**src/pas_pkg.sv**
```systemverilog
package pas_pkg;

  localparam int ANGLE_FRAC_BITS = 13;
  localparam int ANG_W = ANGLE_FRAC_BITS + 2;
  localparam int THR_W = 15;
  localparam logic [THR_W-1:0] THR_RESET = THR_W'(819);

  localparam int COORD_W = 32;
  localparam int MAG_W = COORD_W + 1;
  localparam int CRD_FRAC = 24;
  localparam int CRD_ITERS = 24;
  localparam int IT_W = $clog2(CRD_ITERS);
  localparam int XW = MAG_W + CRD_FRAC + 3;
  localparam int ZW = 28;
  localparam logic signed [ZW-1:0] HALF_PI = ZW'(26353589);
  localparam logic signed [ZW-1:0] ROUND_HALF = ZW'(1) <<< (CRD_FRAC - 1 - ANGLE_FRAC_BITS);

  typedef struct packed {
    logic             done;
    logic             ok;
    logic [ANG_W-1:0] angle;
  } pas_crd_rsp_t;

  typedef struct packed {
    logic                      valid;
    logic signed [COORD_W-1:0] x;
    logic signed [COORD_W-1:0] y;
    logic                      eol;
  } pas_emit_t;

  function automatic logic signed [ZW-1:0] crd_atan(input logic [IT_W-1:0] i);
    logic signed [ZW-1:0] v;
    case (i)
      IT_W'(0): v = ZW'(13176795);
      IT_W'(1): v = ZW'(7778716);
      IT_W'(2): v = ZW'(4110060);
      IT_W'(3): v = ZW'(2086331);
      IT_W'(4): v = ZW'(1047214);
      IT_W'(5): v = ZW'(524117);
      IT_W'(6): v = ZW'(262123);
      IT_W'(7): v = ZW'(131069);
      IT_W'(8): v = ZW'(65536);
      default:  v = ZW'(1) << (IT_W'(CRD_FRAC) - i);
    endcase
    return v;
  endfunction

endpackage

```
**src/pas_cordic.sv**
```systemverilog
module pas_cordic
  import pas_pkg::*;
(
  input  logic                      clk,
  input  logic                      rst_n,
  input  logic                      start,
  input  logic signed [COORD_W-1:0] px,
  input  logic signed [COORD_W-1:0] py,
  input  logic signed [COORD_W-1:0] ax,
  input  logic signed [COORD_W-1:0] ay,
  output pas_crd_rsp_t              rsp
);

  localparam logic [2:0] C_IDLE  = 3'd0;
  localparam logic [2:0] C_INIT  = 3'd1;
  localparam logic [2:0] C_ITER  = 3'd2;
  localparam logic [2:0] C_ROUND = 3'd3;

  logic [2:0] state_r, state_nxt;
  logic signed [MAG_W-1:0] dx_r, dx_nxt, dy_r, dy_nxt;
  logic signed [XW-1:0] x_r, x_nxt, y_r, y_nxt;
  logic signed [ZW-1:0] z_r, z_nxt;
  logic [IT_W-1:0] it_r, it_nxt;
  logic base_r, base_nxt;
  logic zero_r, zero_nxt;
  logic done_r, done_nxt;
  logic [ANG_W-1:0] ang_r, ang_nxt;

  logic [MAG_W-1:0] adx, mx, my;
  logic signed [XW-1:0] xs, ys;
  logic signed [ZW-1:0] zb, zc, zsum;

  always_comb begin
    adx = dx_r[MAG_W-1] ? MAG_W'(-dx_r) : MAG_W'(dx_r);
    mx = dy_r[MAG_W-1] ? adx : MAG_W'(dy_r);
    my = dy_r[MAG_W-1] ? MAG_W'(-dy_r) : adx;
    xs = x_r >>> it_r;
    ys = y_r >>> it_r;
    zb = z_r + (base_r ? HALF_PI : ZW'(0));
    zc = zb[ZW-1] ? ZW'(0) : zb;
    zsum = zc + ROUND_HALF;
  end

  always_comb begin
    state_nxt = state_r;
    dx_nxt = dx_r;
    dy_nxt = dy_r;
    x_nxt = x_r;
    y_nxt = y_r;
    z_nxt = z_r;
    it_nxt = it_r;
    base_nxt = base_r;
    zero_nxt = zero_r;
    done_nxt = 1'b0;
    ang_nxt = ang_r;
    unique case (state_r)
      C_IDLE: begin
        if (start) begin
          dx_nxt = MAG_W'(px) - MAG_W'(ax);
          dy_nxt = MAG_W'(py) - MAG_W'(ay);
          state_nxt = C_INIT;
        end
      end
      C_INIT: begin
        x_nxt = {3'b000, mx, {CRD_FRAC{1'b0}}};
        y_nxt = {3'b000, my, {CRD_FRAC{1'b0}}};
        z_nxt = '0;
        it_nxt = '0;
        base_nxt = dy_r[MAG_W-1];
        zero_nxt = (dx_r == '0) && (dy_r == '0);
        state_nxt = C_ITER;
      end
      C_ITER: begin
        if (!y_r[XW-1]) begin
          x_nxt = x_r + ys;
          y_nxt = y_r - xs;
          z_nxt = z_r + crd_atan(it_r);
        end else begin
          x_nxt = x_r - ys;
          y_nxt = y_r + xs;
          z_nxt = z_r - crd_atan(it_r);
        end
        it_nxt = it_r + IT_W'(1);
        if (it_r == IT_W'(CRD_ITERS - 1)) begin
          state_nxt = C_ROUND;
        end
      end
      C_ROUND: begin
        ang_nxt = zsum[CRD_FRAC-ANGLE_FRAC_BITS +: ANG_W];
        done_nxt = 1'b1;
        state_nxt = C_IDLE;
      end
      default: state_nxt = C_IDLE;
    endcase
  end

  always_ff @(posedge clk) begin
    if (!rst_n) begin
      state_r <= C_IDLE;
      done_r <= 1'b0;
    end else begin
      state_r <= state_nxt;
      done_r <= done_nxt;
    end
    dx_r <= dx_nxt;
    dy_r <= dy_nxt;
    x_r <= x_nxt;
    y_r <= y_nxt;
    z_r <= z_nxt;
    it_r <= it_nxt;
    base_r <= base_nxt;
    zero_r <= zero_nxt;
    ang_r <= ang_nxt;
  end

  assign rsp.done = done_r;
  assign rsp.ok = !zero_r;
  assign rsp.angle = zero_r ? '0 : ang_r;

endmodule

```
**src/pas_ctrl.sv**
```systemverilog
module pas_ctrl
  import pas_pkg::*;
(
  input  logic                      clk,
  input  logic                      rst_n,
  input  logic                      in_valid,
  output logic                      in_stall,
  input  logic signed [COORD_W-1:0] in_pos_x,
  input  logic signed [COORD_W-1:0] in_pos_y,
  input  logic                      in_final_point,
  input  logic [THR_W-1:0]          thr,
  output pas_emit_t                 emit,
  input  logic                      emit_ready,
  output logic                      crd_start,
  output logic signed [COORD_W-1:0] crd_px,
  output logic signed [COORD_W-1:0] crd_py,
  output logic signed [COORD_W-1:0] crd_ax,
  output logic signed [COORD_W-1:0] crd_ay,
  input  pas_crd_rsp_t              crd_rsp
);

  localparam logic [2:0] S_IDLE       = 3'd0;
  localparam logic [2:0] S_EMIT_FIRST = 3'd1;
  localparam logic [2:0] S_START1     = 3'd2;
  localparam logic [2:0] S_WAIT1      = 3'd3;
  localparam logic [2:0] S_EMIT_HELD  = 3'd4;
  localparam logic [2:0] S_START2     = 3'd5;
  localparam logic [2:0] S_WAIT2      = 3'd6;
  localparam logic [2:0] S_FIN        = 3'd7;

  logic [2:0] state_r, state_nxt;
  logic [1:0] seen_r, seen_nxt;
  logic signed [COORD_W-1:0] px_r, px_nxt, py_r, py_nxt;
  logic fin_r, fin_nxt;
  logic signed [COORD_W-1:0] anc_x_r, anc_x_nxt, anc_y_r, anc_y_nxt;
  logic signed [COORD_W-1:0] held_x_r, held_x_nxt, held_y_r, held_y_nxt;
  logic [ANG_W-1:0] held_ang_r, held_ang_nxt;
  logic held_inv_r, held_inv_nxt;

  logic [ANG_W-1:0] diff;
  logic drop;

  always_comb begin
    diff = (crd_rsp.angle >= held_ang_r) ? crd_rsp.angle - held_ang_r
                                         : held_ang_r - crd_rsp.angle;
    drop = crd_rsp.ok && !held_inv_r && (32'(diff) < 32'(thr));
  end

  assign in_stall = (state_r != S_IDLE);
  assign crd_start = (state_r == S_START1) || (state_r == S_START2);
  assign crd_px = px_r;
  assign crd_py = py_r;
  assign crd_ax = anc_x_r;
  assign crd_ay = anc_y_r;

  always_comb begin
    emit.valid = 1'b0;
    emit.x = px_r;
    emit.y = py_r;
    emit.eol = 1'b1;
    unique case (state_r)
      S_EMIT_FIRST: begin
        emit.valid = 1'b1;
        emit.eol = fin_r;
      end
      S_EMIT_HELD: begin
        emit.valid = 1'b1;
        emit.x = held_x_r;
        emit.y = held_y_r;
        emit.eol = 1'b0;
      end
      S_FIN: emit.valid = fin_r;
      default: emit.valid = 1'b0;
    endcase
  end

  always_comb begin
    state_nxt = state_r;
    seen_nxt = seen_r;
    px_nxt = px_r;
    py_nxt = py_r;
    fin_nxt = fin_r;
    anc_x_nxt = anc_x_r;
    anc_y_nxt = anc_y_r;
    held_x_nxt = held_x_r;
    held_y_nxt = held_y_r;
    held_ang_nxt = held_ang_r;
    held_inv_nxt = held_inv_r;
    unique case (state_r)
      S_IDLE: begin
        if (in_valid) begin
          px_nxt = in_pos_x;
          py_nxt = in_pos_y;
          fin_nxt = in_final_point;
          state_nxt = (seen_r == 2'd0) ? S_EMIT_FIRST : S_START1;
        end
      end
      S_EMIT_FIRST: begin
        if (emit_ready) begin
          anc_x_nxt = px_r;
          anc_y_nxt = py_r;
          seen_nxt = fin_r ? 2'd0 : 2'd1;
          state_nxt = S_IDLE;
        end
      end
      S_START1: state_nxt = S_WAIT1;
      S_WAIT1: begin
        if (crd_rsp.done) begin
          if (seen_r == 2'd1) begin
            held_x_nxt = px_r;
            held_y_nxt = py_r;
            held_ang_nxt = crd_rsp.angle;
            held_inv_nxt = !crd_rsp.ok;
            state_nxt = S_FIN;
          end else if (drop) begin
            held_x_nxt = px_r;
            held_y_nxt = py_r;
            state_nxt = S_FIN;
          end else begin
            state_nxt = S_EMIT_HELD;
          end
        end
      end
      S_EMIT_HELD: begin
        if (emit_ready) begin
          anc_x_nxt = held_x_r;
          anc_y_nxt = held_y_r;
          state_nxt = S_START2;
        end
      end
      S_START2: state_nxt = S_WAIT2;
      S_WAIT2: begin
        if (crd_rsp.done) begin
          held_x_nxt = px_r;
          held_y_nxt = py_r;
          held_ang_nxt = crd_rsp.angle;
          held_inv_nxt = !crd_rsp.ok;
          state_nxt = S_FIN;
        end
      end
      S_FIN: begin
        if (!fin_r) begin
          seen_nxt = 2'd2;
          state_nxt = S_IDLE;
        end else if (emit_ready) begin
          seen_nxt = 2'd0;
          state_nxt = S_IDLE;
        end
      end
      default: state_nxt = S_IDLE;
    endcase
  end

  always_ff @(posedge clk) begin
    if (!rst_n) begin
      state_r <= S_IDLE;
      seen_r <= 2'd0;
      anc_x_r <= '0;
      anc_y_r <= '0;
      held_x_r <= '0;
      held_y_r <= '0;
      held_ang_r <= '0;
      held_inv_r <= 1'b0;
    end else begin
      state_r <= state_nxt;
      seen_r <= seen_nxt;
      anc_x_r <= anc_x_nxt;
      anc_y_r <= anc_y_nxt;
      held_x_r <= held_x_nxt;
      held_y_r <= held_y_nxt;
      held_ang_r <= held_ang_nxt;
      held_inv_r <= held_inv_nxt;
    end
    px_r <= px_nxt;
    py_r <= py_nxt;
    fin_r <= fin_nxt;
  end

endmodule

```
**src/polyline_angle_simplifier_top.sv**
```systemverilog
// Angle-threshold polyline simplifier.
// Input requests (in_valid / in_stall) carry one point each: in_pos_x, in_pos_y and
// in_final_point on the last point of a polyline. Result requests (out_valid /
// out_stall) carry kept points; out_end_of_line marks the last kept point.
// A point whose direction from the last kept point differs from that of the pending
// point by less than the threshold replaces the pending point; otherwise the pending
// point is released. First and last points of a polyline are always released.
// The threshold (radians x 8192) is written through cfg_valid / cfg_ready /
// cfg_angle_threshold; the user must write it only while no point is in flight,
// which the block does not enforce. cfg_ready is always high. in_stall is high
// while one point is worked on. Every point after the first runs one 24-step
// CORDIC angle evaluation on the shared iterative unit, and a second one when the
// pending point is released. A single output register holds a result; while it
// holds one and out_stall is high the sequencer waits before releasing another
// result, and nothing is lost.
// Reset (rst_n, synchronous, active low) restores the threshold to 819, clears the
// anchor and pending point and starts a new polyline.
module polyline_angle_simplifier_top
  import pas_pkg::*;
(
  input  logic                      clk,
  input  logic                      rst_n,
  input  logic                      in_valid,
  output logic                      in_stall,
  input  logic signed [COORD_W-1:0] in_pos_x,
  input  logic signed [COORD_W-1:0] in_pos_y,
  input  logic                      in_final_point,
  output logic                      out_valid,
  input  logic                      out_stall,
  output logic signed [COORD_W-1:0] out_kept_x,
  output logic signed [COORD_W-1:0] out_kept_y,
  output logic                      out_end_of_line,
  input  logic                      cfg_valid,
  output logic                      cfg_ready,
  input  logic [THR_W-1:0]          cfg_angle_threshold
);

  logic [THR_W-1:0] thr_r;
  logic out_valid_r;
  logic signed [COORD_W-1:0] kept_x_r, kept_y_r;
  logic eol_r;

  pas_emit_t emit;
  logic emit_ready;
  logic crd_start;
  logic signed [COORD_W-1:0] crd_px, crd_py, crd_ax, crd_ay;
  pas_crd_rsp_t crd_rsp;

  assign cfg_ready = 1'b1;
  assign emit_ready = !out_valid_r || !out_stall;

  pas_ctrl u_ctrl (
    .clk            (clk),
    .rst_n          (rst_n),
    .in_valid       (in_valid),
    .in_stall       (in_stall),
    .in_pos_x       (in_pos_x),
    .in_pos_y       (in_pos_y),
    .in_final_point (in_final_point),
    .thr            (thr_r),
    .emit           (emit),
    .emit_ready     (emit_ready),
    .crd_start      (crd_start),
    .crd_px         (crd_px),
    .crd_py         (crd_py),
    .crd_ax         (crd_ax),
    .crd_ay         (crd_ay),
    .crd_rsp        (crd_rsp)
  );

  pas_cordic u_cordic (
    .clk   (clk),
    .rst_n (rst_n),
    .start (crd_start),
    .px    (crd_px),
    .py    (crd_py),
    .ax    (crd_ax),
    .ay    (crd_ay),
    .rsp   (crd_rsp)
  );

  always_ff @(posedge clk) begin
    if (!rst_n) begin
      thr_r <= THR_RESET;
      out_valid_r <= 1'b0;
    end else begin
      if (cfg_valid) begin
        thr_r <= cfg_angle_threshold;
      end
      if (emit.valid && emit_ready) begin
        out_valid_r <= 1'b1;
      end else if (!out_stall) begin
        out_valid_r <= 1'b0;
      end
    end
    if (emit.valid && emit_ready) begin
      kept_x_r <= emit.x;
      kept_y_r <= emit.y;
      eol_r <= emit.eol;
    end
  end

  assign out_valid = out_valid_r;
  assign out_kept_x = kept_x_r;
  assign out_kept_y = kept_y_r;
  assign out_end_of_line = eol_r;

endmodule
```
**config.mk**
```make
export PLATFORM = sky130hd
export DESIGN_NAME = polyline_angle_simplifier_top
export DESIGN_NICKNAME = d
export VERILOG_FILES = /design/src/pas_pkg.sv /design/src/pas_cordic.sv /design/src/pas_ctrl.sv /design/src/polyline_angle_simplifier_top.sv
export SDC_FILE = /design/constraint.sdc
export NUM_CORES = 2
export LEC_CHECK = 0
export BUFFER_PORTS_ARGS = -buffer_cell sky130_fd_sc_hd__buf_2
export CAP_MARGIN = 20
export CORE_MARGIN = 4
export CORE_UTILIZATION = 45
export DETAILED_ROUTE_END_ITERATION = 10
export SYNTH_ARGS = -nofsm -noshare
export SYNTH_HDL_FRONTEND = slang
export SYNTH_SLANG_ARGS = --single-unit
```
**constraint.sdc**
```tcl
create_clock -name clk -period 10.9 [get_ports clk]
set_clock_uncertainty 0.2 [all_clocks]
set_input_delay 2.18 -clock clk [delete_from_list [all_inputs] [get_ports clk]]
set_output_delay 2.18 -clock clk [all_outputs]
set_load 0.005 [all_outputs]
```
**After elaboration in Yosys (flattened, before gate mapping)**

Index checks and enable logic that the tools add are counted.

- Add/subtract/negate cells: 16
- Magnitude comparators: 2
- Equality and inequality tests: 31
- Shifts and indexed selects: 3
- Multiplexer cells: 67
- Reduce and logical (&&, ||, !) cells: 30

Operators with widths:

| kind | number |
|---|---|
| two-way mux 32 bit | 12 |
| one-hot mux 32 bit (2 select lines) | 4 |
| one-hot mux 28 bit (9 select lines) | 1 |
| one-hot mux 60 bit (2 select lines) | 2 |
| two-way mux 28 bit | 5 |
| adder 60 bit | 2 |
| two-way mux 60 bit | 2 |
| >>> shifter 60 x 5 -> 60 bit | 2 |
| subtractor 60 bit | 2 |
| two-way mux 33 bit | 3 |
| two-way mux 15 bit | 5 |
| zero test 33 bit | 2 |
| negator 33 bit | 2 |
| subtractor 32 x 32 -> 33 bit | 2 |
| two-way mux 64 bit | 1 |
| one-hot mux 28 bit (2 select lines) | 1 |
| one-hot mux 15 bit (2 select lines) | 1 |
| subtractor 15 bit | 2 |
| adder 28 x 26 -> 28 bit | 1 |
| adder 28 bit | 1 |
| << shifter 1 x 5 -> 28 bit, first input constant | 1 |
| subtractor 28 bit | 1 |
| two-way mux 3 bit | 9 |
| adder 26 x 12 -> 26 bit, second input constant | 1 |
| 38 further kinds | 84 |

- Bits in registers: 535
- Input bits: 85
- Output and inout bits: 68

**Logic depth before layout (Yosys ltp)**

- Depth in word-level cells: 9
- Depth in mapped cells: 33
- Gate-level depth less buffers: 25

**By module**

Synthesis repeated with hierarchy kept, for this count alone.

- Cells, all modules: 5383
- Area total of the unflattened synthesis: 49268.5 um2

Modules (own cells, without submodules):

| module | times used | cells each | area an instance (um2) |
|---|---|---|---|
| pas_cordic | 1 | 4256 | 36476.2 |
| pas_ctrl | 1 | 1007 | 10223.6 |
| polyline_angle_simplifier_top | 1 | 120 | 2568.7 |

**Least setup slack after synthesis**

Ideal clock, no wire load.

- Kind: reg2reg
- Start: reg u_cordic.it_r[0]
- End: reg u_cordic.z_r[25], data pin
- Library setup time: 266 ps
- Arrival: 6645 ps
- Path slack: 3789 ps
- Stages on the path, launching flop included: 34
- Buffers on the path: 9
- Cell sequence: edfxtp_1 buf_4 buf_6 inv_2 buf_2 buf_2 buf_2 buf_2 clkbuf_1 ha_1 clkbuf_1 xnor2_1 nand3_1 nand2_1 a221oi_1 ha_1 nand2_1 a21oi_1 and3_1 a21oi_1 xor2_1 ha_1 clkbuf_1 a21oi_1 a21oi_1 nor2_1 o31ai_1 a41o_1 a221o_1 o311ai_0 nand3b_1 a21oi_1 xor2_1 nor2_1

- Word-level cells in the longest chain between the ends: 8

Ends and longest elaborated chain:

| element | line | text |
|---|---|---|
| start, declared | pas_cordic.sv:23 | `logic [IT_W-1:0] it_r, it_nxt;` |
| start signal, assigned | pas_cordic.sv:110 | `it_r <= it_nxt;` |
| subtractor 5 bit | pas_pkg.sv:43 | `default: v = ZW'(1) << (IT_W'(CRD_FRAC) - i);` |
| << shifter 1 x 5 -> 28 bit | pas_pkg.sv:43 |  |
| one-hot mux 28 bit (9 select lines) (*) | pas_pkg.sv:33 | `case (i)` |
| two-way mux 28 bit | pas_cordic.sv:74 | `if (!y_r[XW-1]) begin` |
| two-way mux 28 bit | pas_cordic.sv:56 | `unique case (state_r)` |
| adder 28 bit / subtractor 28 bit (equally long branches) | pas_cordic.sv:77, pas_cordic.sv:81 |  |
| two-way mux 28 bit (*) | pas_cordic.sv:74 |  |
| one-hot mux 28 bit (2 select lines) (*) | pas_cordic.sv:56 |  |
| end signal, assigned | pas_cordic.sv:109 | `z_r <= z_nxt;` |
| end, declared | pas_cordic.sv:22 | `logic signed [ZW-1:0] z_r, z_nxt;` |

Mark *: on every way between the ends. The rest lies on a longest branch, timed or not. The select of a mux whose other input is x is not followed.
A chain may end at the register's enable or synchronous reset.

**Worst setup path after layout**

- Start: reg u_cordic.it_r[0]
- End: reg u_cordic.y_r[54], data pin

- Word-level cells in the longest chain between the ends: 4

Ends and longest elaborated chain:

| element | line | text |
|---|---|---|
| >>> shifter 60 x 5 -> 60 bit (*) | pas_cordic.sv:37 | `xs = x_r >>> it_r;` |
| subtractor 60 bit / adder 60 bit (equally long branches) | pas_cordic.sv:76, pas_cordic.sv:80 |  |
| two-way mux 60 bit (*) | pas_cordic.sv:74 |  |
| one-hot mux 60 bit (2 select lines) (*) | pas_cordic.sv:56 |  |
| named net u_cordic.y_nxt[54] | pas_cordic.sv:21 | `logic signed [XW-1:0] x_r, x_nxt, y_r, y_nxt;` |
| end signal, assigned | pas_cordic.sv:108 | `y_r <= y_nxt;` |
| end, declared | pas_cordic.sv:21 |  |

The timed path passes the listed nets; every way through them passes the cells marked *.

==> results.rst <==
.. list-table::
   :header-rows: 1

   * - Metric
     - Value
   * - Run status
     - complete, no violations
   * - GRT Residual Overflow
     - 0
   * - Sort of element at the start of the critical path
     - register
   * - Num Clock Sinks
     - 534
   * - Aggregate negative setup slack
     - 0 ns
   * - Post-DP HPWL
     - about 130000 um
   * - Critical path arrival
     - 8.95 ns
   * - Slew of the pin with the lowest slew margin
     - between 1 and 1.5 ns
   * - Core area
     - 109300 sq um
   * - Row count
     - around 120
   * - Remaining DRCs
     - 0
   * - Crit Reg-Reg Endpoint
     - u_cordic.y_r[54]$_DFFE_PP_
   * - Synthesized Nets
     - 5912
   * - Final critical delay including setup and external delays
     - a little under 9 ns
   * - Post-synthesis cell type count
     - 110
   * - Global-route wire length before repair
     - 257700 um
   * - Die X
     - 340.3 um
   * - Die ar.
     - 115800 sq um
   * - WL per Instance
     - 24.22 um
   * - Critical Path Fanout Max
     - 81
   * - Final Hold Violating Endpoints
     - 0
   * - Count of endpoints failing setup in the final report
     - 0
   * - Initial antenna violation count
     - 3
   * - Most common cell in the synthesized netlist
     - sky130_fd_sc_hd__nand2_1
   * - End point of the worst hold path
     - u_ctrl.held_x_r[6]$_SDFFE_PN0P_
   * - Effective utilization at floorplan
     - 0.4545
   * - Clk_lat worst skew
     - roughly 0.66 ns
   * - I/O Buffers
     - 151
   * - Chip height
     - 340.3 um
   * - Fraction of synthesis flops using an asynchronous set or reset pin
     - 0
   * - Fraction of layout cells with a size suffix above 1
     - 0.1245
   * - RSZ-0062 raised after global routing
     - no
   * - FF-to-FF Start
     - u_cordic.it_r[0]$_SDFFCE_PN0P_
   * - Post-synth EDFFs
     - between 300 and 400
   * - TritonCTS clock tree
     - done
   * - Number of buffers created by CTS
     - 66
   * - Number of nets with antenna violations after routing
     - 0
   * - Register-to-register path setup slack
     - 2.16 ns
   * - Max Clock Freq
     - 114.5 MHz
   * - Ports
     - 153
   * - Number of vias in the routed layout
     - 44509
   * - Starting DRT DRC Count
     - 5135
   * - Start point of the worst hold path
     - u_ctrl.held_x_r[6]$_SDFFE_PN0P_
   * - Worst Reg2Reg Path Length in Cells
     - 24
   * - Total area of sequential cells
     - 14350 sq um
   * - Biggest area contributors in the synthesized netlist
     - sky130_fd_sc_hd__edfxtp_1 (22%), sky130_fd_sc_hd__ha_1 (7.3%), sky130_fd_sc_hd__dfxtp_1 (6.8%), sky130_fd_sc_hd__mux4_2 (6.7%), sky130_fd_sc_hd__mux2i_1 (5.1%)
   * - Yosys Warn Count
     - 0
   * - Mean cell area of the mapped netlist
     - 8.984 sq um
   * - Commonest register cell after synthesis
     - sky130_fd_sc_hd__edfxtp_1
   * - Depth of the worst hold-timing path
     - 2
   * - Clock buffer depth
     - 3
   * - Rel. slew slack
     - 0.2316
   * - Cell type with the highest aggregate area in the netlist
     - sky130_fd_sc_hd__edfxtp_1
   * - Kind of end point of the critical path
     - register
   * - Largest net degree at the start of global routing
     - 150
   * - Max cap viols
     - 0
   * - Via count of the first global-routing pass
     - 42322
   * - Drt total wl
     - 169600 um
   * - Number of instances in the synthesized netlist
     - 5530
   * - Clk pin slew, worst setup/hold paths
     - around 0.060 ns
   * - Root Buffer
     - sky130_fd_sc_hd__clkbuf_16
   * - Share of the synthesized area in the top cell type
     - 0.2212
   * - Post-CTS setup repair buffer count
     - 0
   * - Final GP Congestion
     - 1.069
   * - Number of gates resized after cts
     - 0
   * - Worst hold path class
     - reg2reg
   * - Number of storage elements in the synthesis netlist
     - 534
   * - Number of optimization iterations in the first detailed-route pass
     - 7
   * - Area growth from synthesis to layout
     - 7.845%
   * - Ranking of synthesized cells by instance count
     - sky130_fd_sc_hd__nand2_1 (466), sky130_fd_sc_hd__nor2_1 (417), sky130_fd_sc_hd__a21oi_1 (390), sky130_fd_sc_hd__o21ai_0 (374), sky130_fd_sc_hd__edfxtp_1 (366)
   * - Worst Path Class, Setup
     - reg2reg
   * - Part of the Yosys area used for sequential elements
     - 0.2889
   * - Period Utilization, post-route
     - 0.8015
   * - CP Data Required Time
     - 11.12 ns
   * - Vias per inst
     - around 6.4
   * - Post-CTS Hold Buffers
     - 0
   * - All-Layer GR Usage
     - 0.2821
   * - Combined area of all synthesized cells
     - around 50000 sq um
   * - Number of H-tree levels
     - 3
   * - Final-layout fill cell count
     - 10541
   * - Number of pins exceeding their max-slew limit in the final report
     - 0
   * - Net total in the final layout
     - 5854
   * - Area of the multi-input gates
     - 33050 sq um
-- cell usage in the layout (no fill, tap or decap), types with 57 or more instances in the layout --
cell	Yosys	final
sky130_fd_sc_hd__nand4_1	61	61
sky130_fd_sc_hd__clkbuf_16	0	67
sky130_fd_sc_hd__o21ai_0	374	374
sky130_fd_sc_hd__a21oi_1	390	389
sky130_fd_sc_hd__nand2_1	466	466
sky130_fd_sc_hd__ha_1	290	288
sky130_fd_sc_hd__buf_2	43	150
sky130_fd_sc_hd__nor3_1	101	100
sky130_fd_sc_hd__mux2_2	155	155
sky130_fd_sc_hd__a31oi_1	73	73
sky130_fd_sc_hd__edfxtp_1	366	366
sky130_fd_sc_hd__nor2b_1	124	123
sky130_fd_sc_hd__xnor2_1	223	223
sky130_fd_sc_hd__a21o_1	140	139
sky130_fd_sc_hd__and2_1	58	57
sky130_fd_sc_hd__mux2i_1	251	251
sky130_fd_sc_hd__dfxtp_1	168	168
sky130_fd_sc_hd__mux4_2	148	148
sky130_fd_sc_hd__nand2b_1	70	70
sky130_fd_sc_hd__nor2_1	417	415
sky130_fd_sc_hd__inv_1	201	200
sky130_fd_sc_hd__xor2_1	191	191
sky130_fd_sc_hd__nand3_1	155	155
-- kinds of logic after synthesis --
family | count (synthesis) | synth area share
XOR/XNOR | 415 | 0.07344
AND/OR/NAND/NOR | 1662 | 0.1630
adder cells (fa/ha/maj) | 299 | 0.07626
flip-flops | 534 | 0.2889
other | 1 | 0.00007548
multiplexers | 561 | 0.1551
buffers and inverters | 543 | 0.04762
AO/OA/AOI/OAI | 1515 | 0.1956
-- state kept, by name, indices dropped and copies added (netlist names), 28 cells and up --
signal	cells
out_kept_x	32
u_ctrl.crd_ax	32
u_ctrl.crd_ay	32
out_kept_y	32
u_ctrl.crd_px	32
u_cordic.y_r	60
u_ctrl.held_y_r	32
u_ctrl.crd_py	32
u_ctrl.held_x_r	32
u_cordic.x_r	60
u_cordic.z_r	28
u_cordic.dy_r	33
u_cordic.dx_r	33
-- cell type report --
cell class | count | area share
multi-input cells | 4453 | 0.6168
flip-flops and latches | 534 | 0.2679
well taps | 1476 | 0.03447
clock buffers | 83 | 0.03353
repair buffers | 211 | 0.02461
inverters | 206 | 0.01448
clock inverters | 38 | 0.008150
diodes | 1 | 0.00004670
-- metal layers --
layer,up-vias,GRT usage,share of wire
met5,-,0,0.00016
met4,4,0.1468,0.064
met3,566,0.07585,0.097
met2,2181,0.4190,0.42
met1,21249,0.3761,0.42
li1,20509,-,-
-- how the worst max path moves through the flow --
stage                                           to  cells past startpoint                           start
finish                  u_cordic.y_r[54]$_DFFE_PP_                     24  u_cordic.it_r[0]$_SDFFCE_PN0P_
global route            u_cordic.x_r[53]$_DFFE_PP_                     23  u_cordic.it_r[1]$_SDFFCE_PN0P_
CTS                     u_cordic.x_r[55]$_DFFE_PP_                     22  u_cordic.it_r[1]$_SDFFCE_PN0P_
detailed placement      u_cordic.y_r[54]$_DFFE_PP_                     23  u_cordic.it_r[1]$_SDFFCE_PN0P_
global placement        u_cordic.y_r[54]$_DFFE_PP_                     23  u_cordic.it_r[1]$_SDFFCE_PN0P_
floorplan           u_cordic.z_r[25]$_SDFFCE_PN0P_                     33  u_cordic.it_r[0]$_SDFFCE_PN0P_
-- critical path: stages, from the launching register on --
cell,delay (ns)
sky130_fd_sc_hd__edfxtp_1,0.43
sky130_fd_sc_hd__buf_12,0.40
sky130_fd_sc_hd__buf_4,0.59
sky130_fd_sc_hd__nand2b_1,0.33
sky130_fd_sc_hd__nor2_1,0.22
sky130_fd_sc_hd__a22oi_1,0.58
sky130_fd_sc_hd__o21ai_0,0.51
sky130_fd_sc_hd__or3_1,0.53
sky130_fd_sc_hd__nand4b_1,0.23
sky130_fd_sc_hd__or3_1,0.53
sky130_fd_sc_hd__nor4_2,0.42
sky130_fd_sc_hd__a21oi_1,0.16
sky130_fd_sc_hd__xnor2_1,0.16
sky130_fd_sc_hd__ha_1,0.45
sky130_fd_sc_hd__a21o_1,0.20
sky130_fd_sc_hd__a211oi_1,0.08
sky130_fd_sc_hd__o21ai_0,0.18
sky130_fd_sc_hd__o211ai_1,0.12
sky130_fd_sc_hd__a31o_2,0.24
sky130_fd_sc_hd__a21oi_1,0.32
sky130_fd_sc_hd__a21boi_0,0.28
sky130_fd_sc_hd__o21ai_0,0.67
sky130_fd_sc_hd__a21oi_1,0.18
sky130_fd_sc_hd__xnor2_1,0.17
sky130_fd_sc_hd__o21a_1,0.17
-- per-stage QoR --
stage	instances	setup WS [ns]	util	cell area [sq um]	hold WS (ns)
finish	7002	2.164	0.4902	53580	0.2536
global route	7002	1.886	0.4902	53580	0.2712
CTS	7000	2.569	0.4900	53570	0.2560
detailed placement	6879	2.584	0.4696	51330	0.2456
global placement	6878	2.662	0.4695	51320	0.2398
floorplan	5530	3.789	-	49680	0.2244
Power is not shown: default switching activity piles up to over one toggle a cycle in this logic, so the estimate is an artifact.
